**config.mk**
```make
export PLATFORM = sky130hd
export DESIGN_NAME = hmm_ram
export DESIGN_NICKNAME = d
export VERILOG_FILES = /design/src/sv/hmm_ram.sv
export SDC_FILE = /design/constraint.sdc
export NUM_CORES = 2
export LEC_CHECK = 0
export BUFFER_PORTS_ARGS = -buffer_cell sky130_fd_sc_hd__buf_2
export CAP_MARGIN = 10
export CORE_ASPECT_RATIO = 1.1
export CORE_MARGIN = 2
export CORE_UTILIZATION = 55
export DETAILED_ROUTE_END_ITERATION = 12
export PLACE_DENSITY_LB_ADDON = 0.2
export SYNTH_ARGS = -nofsm -noshare
export SYNTH_HDL_FRONTEND = slang
export SYNTH_SLANG_ARGS = --single-unit
```
**constraint.sdc**
```tcl
create_clock -name clk -period 2.7 [get_ports clk]
set_input_delay 0 -clock clk [delete_from_list [all_inputs] [get_ports clk]]
set_output_delay 0 -clock clk [all_outputs]
set_load 0.005 [all_outputs]
```
**src/sv/hmm_ram.sv**
```systemverilog
// Byte-wide single-port RAM with a registered read.
module hmm_ram #(
  parameter int DEPTH = 256,
  parameter int AW    = $clog2(DEPTH)
) (
  input  logic          clk,
  input  logic          we,
  input  logic          re,
  input  logic [AW-1:0] addr,
  input  logic [7:0]    wdata,
  output logic [7:0]    rdata
);

  logic [7:0] mem [DEPTH];
  logic [7:0] rdata_r;

  always_ff @(posedge clk) begin
    if (we) begin
      mem[addr] <= wdata;
    end
    if (re) begin
      rdata_r <= mem[addr];
    end
  end

  assign rdata = rdata_r;

endmodule

```
==> reports/results.env <==
LAYOUT.CELLS.MOST_COMMON_LIST='edfxtp_1 (2056), mux4_2 (512), buf_4 (439), a22oi_1 (256), nor2_1 (231)'
FF2FF_PATH_DEPTH=7
TIMING.FINAL.CRIT_PERIOD_NS=2.62
AVGVIACOUNTPERCELL=6.40
FIRST_GLOBAL_VIAS=40369
DIE_W_UM=364
FINALHOLDWORSTSLACK_NS=-0.0377
FINALPOWER_mW=65.0
AREA_GROWTH_PCT=15.9
ANTENNA_FOUND_INITIAL=6
CTS_SETUP_BUFFERS=0
CTSLONGESTPATHBUFFERS=3
CRITICAL_PATH.MAX_FANOUT=1
CRITICALPATHCATEGORY='reg2reg'
GLOBALROUTEOVERFLOWTOTAL=0
CTS_TREE='done'
SYNTH.AVG_CELL_AREA_UM2=22.2
FINALNETCOUNT=4072
MAXIMUM_NUMBER_OF_PINS_ON_ONE_NET_BEFORE_GLOBAL_ROUTE_REPAIR=120
HOLDCRITPATHCLASS='in2reg'
FINALWORSTSETUPSLACK_NS=0.0848
LAYOUT-DRIVE-GT1-SHARE=0.318
CP-END-KIND='flop'
POWER.DENSITY_CELL_AREA_mW_PER_MM2=714
DP_SLACK_NS=-0.883
TIMING.CRITICAL_PATH.SLOWEST_CELL_DELAY_NS=0.58
IR_DROP_V=0.000637
CHIPHEIGHT_UM=400
SLEW_HEADROOM=0.244
ARRIVAL_NS=3.16
WORST_SLEW_PIN_SLEW_NS=1.12
DRTPASS1ITERATIONS=5
NETLIST_INSTANCES=3547
SYNTH_FF_TYPE='edfxtp_1'
OUTCOME='complete, but fails checks'
TOTAL_ROUTING_RESOURCE_UTILIZATION_AFTER_GLOBAL_ROUTING=0.269
MIN_PATH_CELLS=1
INSERTION_DELAY_NS=0.83
WIRE_LENGTH_OF_THE_FIRST_GLOBAL_ROUTING_PASS_UM=281000
DRT_DRC_VIOLATIONS_LEFT=0
CTS-ROOT-BUF='clkbuf_16'
MAXSLEWVIOLCOUNT=0
CLK_TRANSITION_REPORTED_PATHS_NS=0.06
FLOORPLAN.DIE_AREA_MM2=0.146
SYNTHARSTFLOPSHARE=0
START_UTIL=0.554
POWER.STATIC_LEAKAGE_nW=28.8
TIMING.CRITICAL_PATH.REQUIRED_NS=3.25
CRIT_SLOWEST_CELL='o41ai_2'
ACHIEVABLE-FREQUENCY_MHz=382
CTS_SINKS=2056
TOP_LEVEL_PORTS=27
PLACE.GP.CONGESTION=0.858
ROUTE.ANTENNA.REMAINING_NETS=0
CRITICAL_PATH.CELL_CHAIN='mux4_2, a22oi_1, buf_4, a21oi_1, o41ai_2, buf_4, nand4_1'
WORST_SETUP_PATH_START_KIND='flop'
RSZ0062_AT_GRT='no'
VIAS=39268
SYNTH.CELL_AREA_MM2=0.0786
SYNTH.YOSYS.WARNINGS=0
STD_CELL_ROWS=145
SYNTH_SEQ_CELLS=2056
CAP_VIOLATIONS=0
SYNTHDISTINCTLIBCELLS=21
HTREE_NUM_LEVELS=4
SYNTH_SEQUENTIAL_AREA_RATIO=0.786
MOSTFREQUENTLAYOUTCELL='edfxtp_1'
SYNTH-EDFF-COUNT=2056
LAYOUT_WORST_PATH_CYCLE_SHARE=0.969
SETUP_VIOLATIONS=0
CRITICAL_PATH.MOST_COMMON_CELL='buf_4'
DRT_FIRST_ITER_VIOLATIONS=4999
NUMPORTBUFFERS=26
DESIGN.CORE.AREA_MM2=0.142
TIMING.SETUP.TNS_NS=0
FINALHOLDVIOLCOUNT=6
POST-DP-HPWL_UM=119000
MAPPEDNETLISTNETS=3566
FINALCLOCKSKEW_NS=0.0419
CTS_INSERTED_BUFFERS=191
DETAIL_ROUTE.WL_PER_CELL_UM=31.3
DETAIL_ROUTE.WIRELENGTH_UM=192000
VIOLATIONS='hold timing'
## synthesized netlist by cell type, types with 6 or more instances
| cell | instances | share of area |
|---|---|---|
| edfxtp_1 | 2056 | 0.79 |
| mux4_2 | 512 | 0.15 |
| a22oi_1 | 256 | 0.024 |
| nor2_1 | 232 | 0.011 |
| clkbuf_1 | 145 | 0.0069 |
| a21oi_1 | 128 | 0.0082 |
| buf_2 | 36 | 0.0023 |
| o41ai_1 | 32 | 0.0036 |
| nor3_1 | 30 | 0.0019 |
| nand2_1 | 28 | 0.0013 |
| buf_1 | 19 | 0.00091 |
| buf_4 | 16 | 0.0015 |
| buf_6 | 16 | 0.0023 |
| nand3_1 | 13 | 0.00083 |
| nand4_1 | 8 | 0.00064 |
| nor2b_1 | 7 | 0.00056 |
| nand2b_1 | 6 | 0.00048 |
## where the power goes
part	internal [mW]	total [mW]	switching, mW
clock	15.0	26.6	11.5
combinational	1.23	3.21	1.98
sequential	35.2	35.2	0.0414
## kinds of logic (layout without fill, tap and decap cells)
group / Yosys count / after routing / share of synthesized area
other cells: 0 / 4 / 0
flops: 2056 / 2056 / 0.786
buf+inv: 233 / 902 / 0.0140
compound gates: 416 / 416 / 0.0362
simple gates: 330 / 330 / 0.0173
mux: 512 / 512 / 0.147
## worst max-delay path: cells and delay by family, from the launching register on
family / cells / cell delay [ns]
buf+inv: 2 / 0.42
compound gates: 3 / 1.01
mux: 1 / 0.48
simple gates: 1 / 0.07
flops: 1 / 0.36
## through the flow
step	instances	instance area (um^2)	util	hold slack [ns]
final	6131	91100	0.642	-0.0377
after global routing	6128	91100	0.642	0.00535
after CTS	6123	91100	0.642	0.0146
after detailed placement	5752	84700	0.597	0.461
after global placement	5752	84700	0.597	0.448
after floorplan	3547	78600	-	0.0989
## sequential cells by signal (all words and copies together) (netlist names)
name	flops
mem	2048
rdata	8
## per-layer routing
metal	wire length, um	GRT usage	vias up
met3	16800	0.0493	326
met2	96700	0.437	1991
li1	-	-	16121
met4	5930	0.0887	6
met5	39	0	-
met1	72600	0.373	20824
## worst paths after layout
| kind | to | slack (ns) | start |
|---|---|---|---|
| worst max-delay path | rdata[0] | 0.08 | mem[187][0] |
| worst min-delay path | mem[252][4] | -0.04 | wdata[4] |
| worst max register to register | rdata[0] | 0.08 | mem[187][0] |
| worst min register to register | rdata[4] | 1.05 | mem[15][4] |
## final cells by class
| type | count | area (um^2) |
|---|---|---|
| multi-input cells | 1258 | 15900 |
| diodes | 4 | 10.0 |
| fillers | 9343 | 50800 |
| clock inverters | 125 | 1190 |
| flip-flops and latches | 2056 | 61700 |
| well taps | 1911 | 2390 |
| inverters | 1 | 3.75 |
| clock buffers | 231 | 4990 |
| repair buffers | 545 | 4920 |
## what timing repair did
item	CTS	global route
hold buffers	15	1
setup endpoints to repair	4	0
endpoints found under the hold margin	684	1
gates resized for setup	5	0
No activity file was read; power rests on OpenSTA's default activity.
