### src/sv/hmm_pkg.sv
// Shared types and constants for the handheld memory map decoder.
package hmm_pkg;

  typedef enum logic [1:0] {
    OP_READ      = 2'd0,
    OP_WRITE     = 2'd1,
    OP_LOAD_CART = 2'd2,
    OP_LOAD_BOOT = 2'd3
  } op_t;

  // Which store supplies the read byte of a transfer.
  typedef enum logic [2:0] {
    SRC_NONE,
    SRC_BOOT,
    SRC_CART,
    SRC_EXT,
    SRC_WORK,
    SRC_HRAM
  } src_t;

  localparam logic [15:0] BOOT_EXIT_ADDR = 16'h0100;
  localparam logic [15:0] SERIAL_ADDR    = 16'hFF01;
  localparam logic [15:0] WORK_END_ADDR  = 16'hFE00;
  localparam logic        START_IN_BOOT_RST = 1'b1;

  typedef struct packed {
    logic [1:0]  operation;
    logic [15:0] address;
    logic [7:0]  data;
  } in_item_t;

  typedef struct packed {
    logic [7:0]  read_data;
    logic        video_request;
    logic        video_is_write;
    logic [15:0] video_address;
    logic [7:0]  video_wdata;
    logic        serial_valid;
    logic [7:0]  serial_byte;
    logic        boot_active;
  } out_item_t;

  // Result-side information that travels with a transfer while its memory read completes.
  typedef struct packed {
    src_t        src;
    logic        video_request;
    logic        video_is_write;
    logic [15:0] video_address;
    logic [7:0]  video_wdata;
    logic        serial_valid;
    logic [7:0]  serial_byte;
  } route_t;

  // Store write enables and the overlay clear, produced by the decoder.
  typedef struct packed {
    logic cart_we;
    logic boot_we;
    logic ext_we;
    logic work_we;
    logic hram_we;
    logic ovl_clr;
  } mem_ctl_t;

endpackage

### src/sv/hmm_decode.sv
// Address and operation decode of one bus transfer.
module hmm_decode (
  input  hmm_pkg::in_item_t item,
  input  logic              overlay,
  output hmm_pkg::route_t   route,
  output hmm_pkg::mem_ctl_t ctl
);

  logic [15:0] a;
  logic        is_rom;
  logic        is_vram;
  logic        is_ext;
  logic        is_work;
  logic        is_hram;
  logic        is_io_video;

  assign a           = item.address;
  assign is_rom      = !a[15];
  assign is_vram     = (a[15:13] == 3'b100);
  assign is_ext      = (a[15:13] == 3'b101);
  assign is_work     = (a[15:14] == 2'b11) && (a < hmm_pkg::WORK_END_ADDR);
  assign is_hram     = (a[15:7] == 9'h1FF);
  // FF40-FF7F: the I/O page below high RAM with the upper nibble of the low byte at 4 or more.
  assign is_io_video = (a[15:8] == 8'hFF) && !a[7] && a[6];

  always_comb begin
    route = '0;
    ctl   = '0;
    case (hmm_pkg::op_t'(item.operation))
      hmm_pkg::OP_READ: begin
        if (is_rom) begin
          if (overlay && (a[15:8] == 8'h00)) begin
            route.src = hmm_pkg::SRC_BOOT;
          end else begin
            route.src   = hmm_pkg::SRC_CART;
            ctl.ovl_clr = overlay && (a == hmm_pkg::BOOT_EXIT_ADDR);
          end
        end else if (is_vram || is_io_video) begin
          route.video_request = 1'b1;
          route.video_address = a;
        end else if (is_ext) begin
          route.src = hmm_pkg::SRC_EXT;
        end else if (is_work) begin
          route.src = hmm_pkg::SRC_WORK;
        end else if (is_hram) begin
          route.src = hmm_pkg::SRC_HRAM;
        end
      end
      hmm_pkg::OP_WRITE: begin
        if (is_vram || is_io_video) begin
          route.video_request  = 1'b1;
          route.video_is_write = 1'b1;
          route.video_address  = a;
          route.video_wdata    = item.data;
        end else if (is_ext) begin
          ctl.ext_we = 1'b1;
        end else if (is_work) begin
          ctl.work_we = 1'b1;
        end else if (is_hram) begin
          ctl.hram_we = 1'b1;
        end else if (a == hmm_pkg::SERIAL_ADDR) begin
          route.serial_valid = 1'b1;
          route.serial_byte  = item.data;
        end
      end
      hmm_pkg::OP_LOAD_CART: begin
        ctl.cart_we = 1'b1;
      end
      hmm_pkg::OP_LOAD_BOOT: begin
        ctl.boot_we = 1'b1;
      end
      default: begin
        ctl = '0;
      end
    endcase
  end

endmodule
### config.mk
export PLATFORM = sky130hd
export DESIGN_NAME = hmm_decode
export DESIGN_NICKNAME = d
export VERILOG_FILES = /design/src/sv/hmm_pkg.sv /design/src/sv/hmm_decode.sv
export SDC_FILE = /design/constraint.sdc
export NUM_CORES = 1
export LEC_CHECK = 0
export BUFFER_PORTS_ARGS = -buffer_cell sky130_fd_sc_hd__buf_2
export CORE_MARGIN = 1.5
export CORE_UTILIZATION = 37
export DETAILED_ROUTE_END_ITERATION = 8
export PLACE_DENSITY = 0.91
export SLEW_MARGIN = 20
export SYNTH_ARGS = -nofsm -noshare
export SYNTH_HDL_FRONTEND = slang
export SYNTH_SLANG_ARGS = --single-unit
### constraint.sdc
create_clock -name vclk -period 2
set_clock_uncertainty 0.15 [all_clocks]
set_input_delay 0.2 -clock vclk [all_inputs]
set_output_delay 0.2 -clock vclk [all_outputs]
set_load 0.01 [all_outputs]
==> qor.yml <==
critical_path:
  start_kind: "input port"
  critPathMaxFanout: 9
  cp.arrival_ns: 1.45
  cp.required_ns: 1.65
  critPathCaptureType: "output pin"
  path_class: "in2out"
finish:
  drive_gt1_frac: 0.506
  final_util: 0.672
  areaGrowthSynthToFinish_pct: 62.0
  seqCellArea_um2: 0
  nets: 195
  n_clock_buffer: 0
  antenna_cells: 0
  seq_cells: 0
  nFillCells: 137
clock_tree:
  post_cts.resized_instances: 0
  cts-hold-fix-buffers: 0
  cts_setup_buffers: 0
logic_synthesis:
  synth_area_leaders: "nor2_1 (12%), nor3_1 (11%), nor3_2 (11%)"
  syn_inst: 99
  synth_area_um2: 567
  yosysSeqAreaShare: 0
  synth_area_per_cell_um2: 5.73
  synth_top_area_frac: 0.119
  yosys_warnings: 0
  synth_top_cell_by_area: "nor2_1"
  synthDistinctLibCells: 29
  syn-num-nets: 126
grt:
  grt_pass1_vias: 819
  grt.total_usage: 0.220
  grt_start_max_net_pins: 13
  grt.overflow.total: 0
  grt_pass1_wl_mm: 3.35
  grt_antenna_before_repair: 0
power:
  switching_share: 0.591
  clockPowerShare: 0
  irDropWorstVdd_v: 0.0000919
  powerDensity_nw_per_um2: 127
  p_comb_frac: 1.000
  cellLeakagePower_nw: 0.525
  p_sw_mw: 0.0689
  internal_power_mw: 0.0478
  power_frac_seq: 0
placement:
  post-dp-hpwl_mm: 1.74
  portBuffers: 71
  detailedPlace.worstSlack_ns: 0.197
  routabilityCongestion: 0.926
routing:
  avgRoutedWirePerCell_um: 11.5
  dr.pass1.iters: 4
  num_vias: 918
  wl_mm: 2.08
  via_per_inst: 5.07
  drt-initial-drc-count: 8
  drc: 0
  antenna_left: 0
timing:
  worst_pin_slew_ns: 0.509
  period_minus_slack_ns: 1.80
  slew_headroom: 0.661
  post-route-period-util: 0.901
  fin_ws_ns: 0.199
  max_clock_freq_ghz: 0.555
  grt_setup_unrepaired: "false"
  setup_viol: 0
  hold_viol: 0
  maxSlewViolCount: 0
  setup_tns_ns: 0
floorplanning:
  die_w_um: 42.1
  dieArea_um2: 1780
  start_util: 0.415
  ioPinCount: 71
  row_count: 13
  fp.dieH_um: 42.1
  core_um2: 1370
status:
  outcome: "finished, final reports clean"
hold_path:
  hp-class: "in2out"
job:
  maxCapViolCount: 0
## worst max-delay path: stages
cell,delay (ns)
buf_2,0.10
nor4_1,0.43
nand4_2,0.29
nor3_1,0.25
buf_2,0.17
## cells in the final DEF (no fill, tap or decap), drive strengths merged
cell type / n
nor3b: 3
nand2: 14
nor2b: 5
inv: 9
and2: 1
nand4: 1
a31o: 1
nand3: 4
nor2: 18
nor4: 4
o21ai: 1
nand3b: 1
o32ai: 1
buf: 74
and3b: 1
nor3: 18
and4: 2
a31oi: 2
nand2b: 2
a211oi: 2
or2b: 1
and3: 1
## path summary, 6_finish.rpt
kind / slack, ns / end / startpoint / depth (start not counted)
setup / recovery: 0.20 / route[6] / item[11] / 5
hold / removal: 0.55 / route[35] / item[16] / 3
## power groups by stage
stage / clock network (mW) / logic [mW] / registers (mW)
2_1_floorplan: 0 / 0.0615 / 0
3_3_place_gp: 0 / 0.113 / 0
3_5_place_dp: 0 / 0.116 / 0
4_1_cts: 0 / 0.117 / 0
5_1_grt: 0 / 0.129 / 0
6_report: 0 / 0.117 / 0
## logic make-up (layout without fill, tap and decap cells)
logic type      after synthesis  after routing  synth area share
simple gates                 76             76             0.746
buf+inv                      16             83             0.139
compound gates                7              7             0.115
## metrics by stage
| step | power, mW | instance area [µm²] | hold WS (ns) | cells |
|---|---|---|---|---|
| 5_1_grt | 0.129 | 918 | 0.560 | 181 |
| 6_report | 0.117 | 918 | 0.546 | 181 |
| 3_3_place_gp | 0.113 | 918 | 0.545 | 181 |
| 3_5_place_dp | 0.116 | 918 | 0.549 | 181 |
| 2_1_floorplan | 0.0615 | 567 | 0.296 | 99 |
| 4_1_cts | 0.117 | 918 | 0.549 | 181 |
## final cells by class
class | instances | area (µm²) | share of cell area
inverter | 9 | 33.8 | 0.0368
tap | 15 | 18.8 | 0.0204
multi-input combinational | 83 | 488 | 0.531
timing repair buffer | 74 | 378 | 0.411
## routing by layer
layer,GRT usage,routed length (µm)
met1,0.243,815
met2,0.453,1120
met3,0.0302,140
met4,0.0125,0
met5,0,0
## cells in the mapped netlist, drive strengths merged
cell / count
nor4: 4
or2b: 1
nand3: 4
o32ai: 1
inv: 9
nor2: 18
a31o: 1
nand2b: 2
a31oi: 2
nor3b: 3
and3b: 1
and3: 1
nand2: 14
buf: 5
nand3b: 1
nand4: 1
and4: 2
o21ai: 1
a211oi: 2
nor3: 18
and2: 1
clkbuf: 2
nor2b: 5
Note: power is estimated with default switching activity, not from simulation.
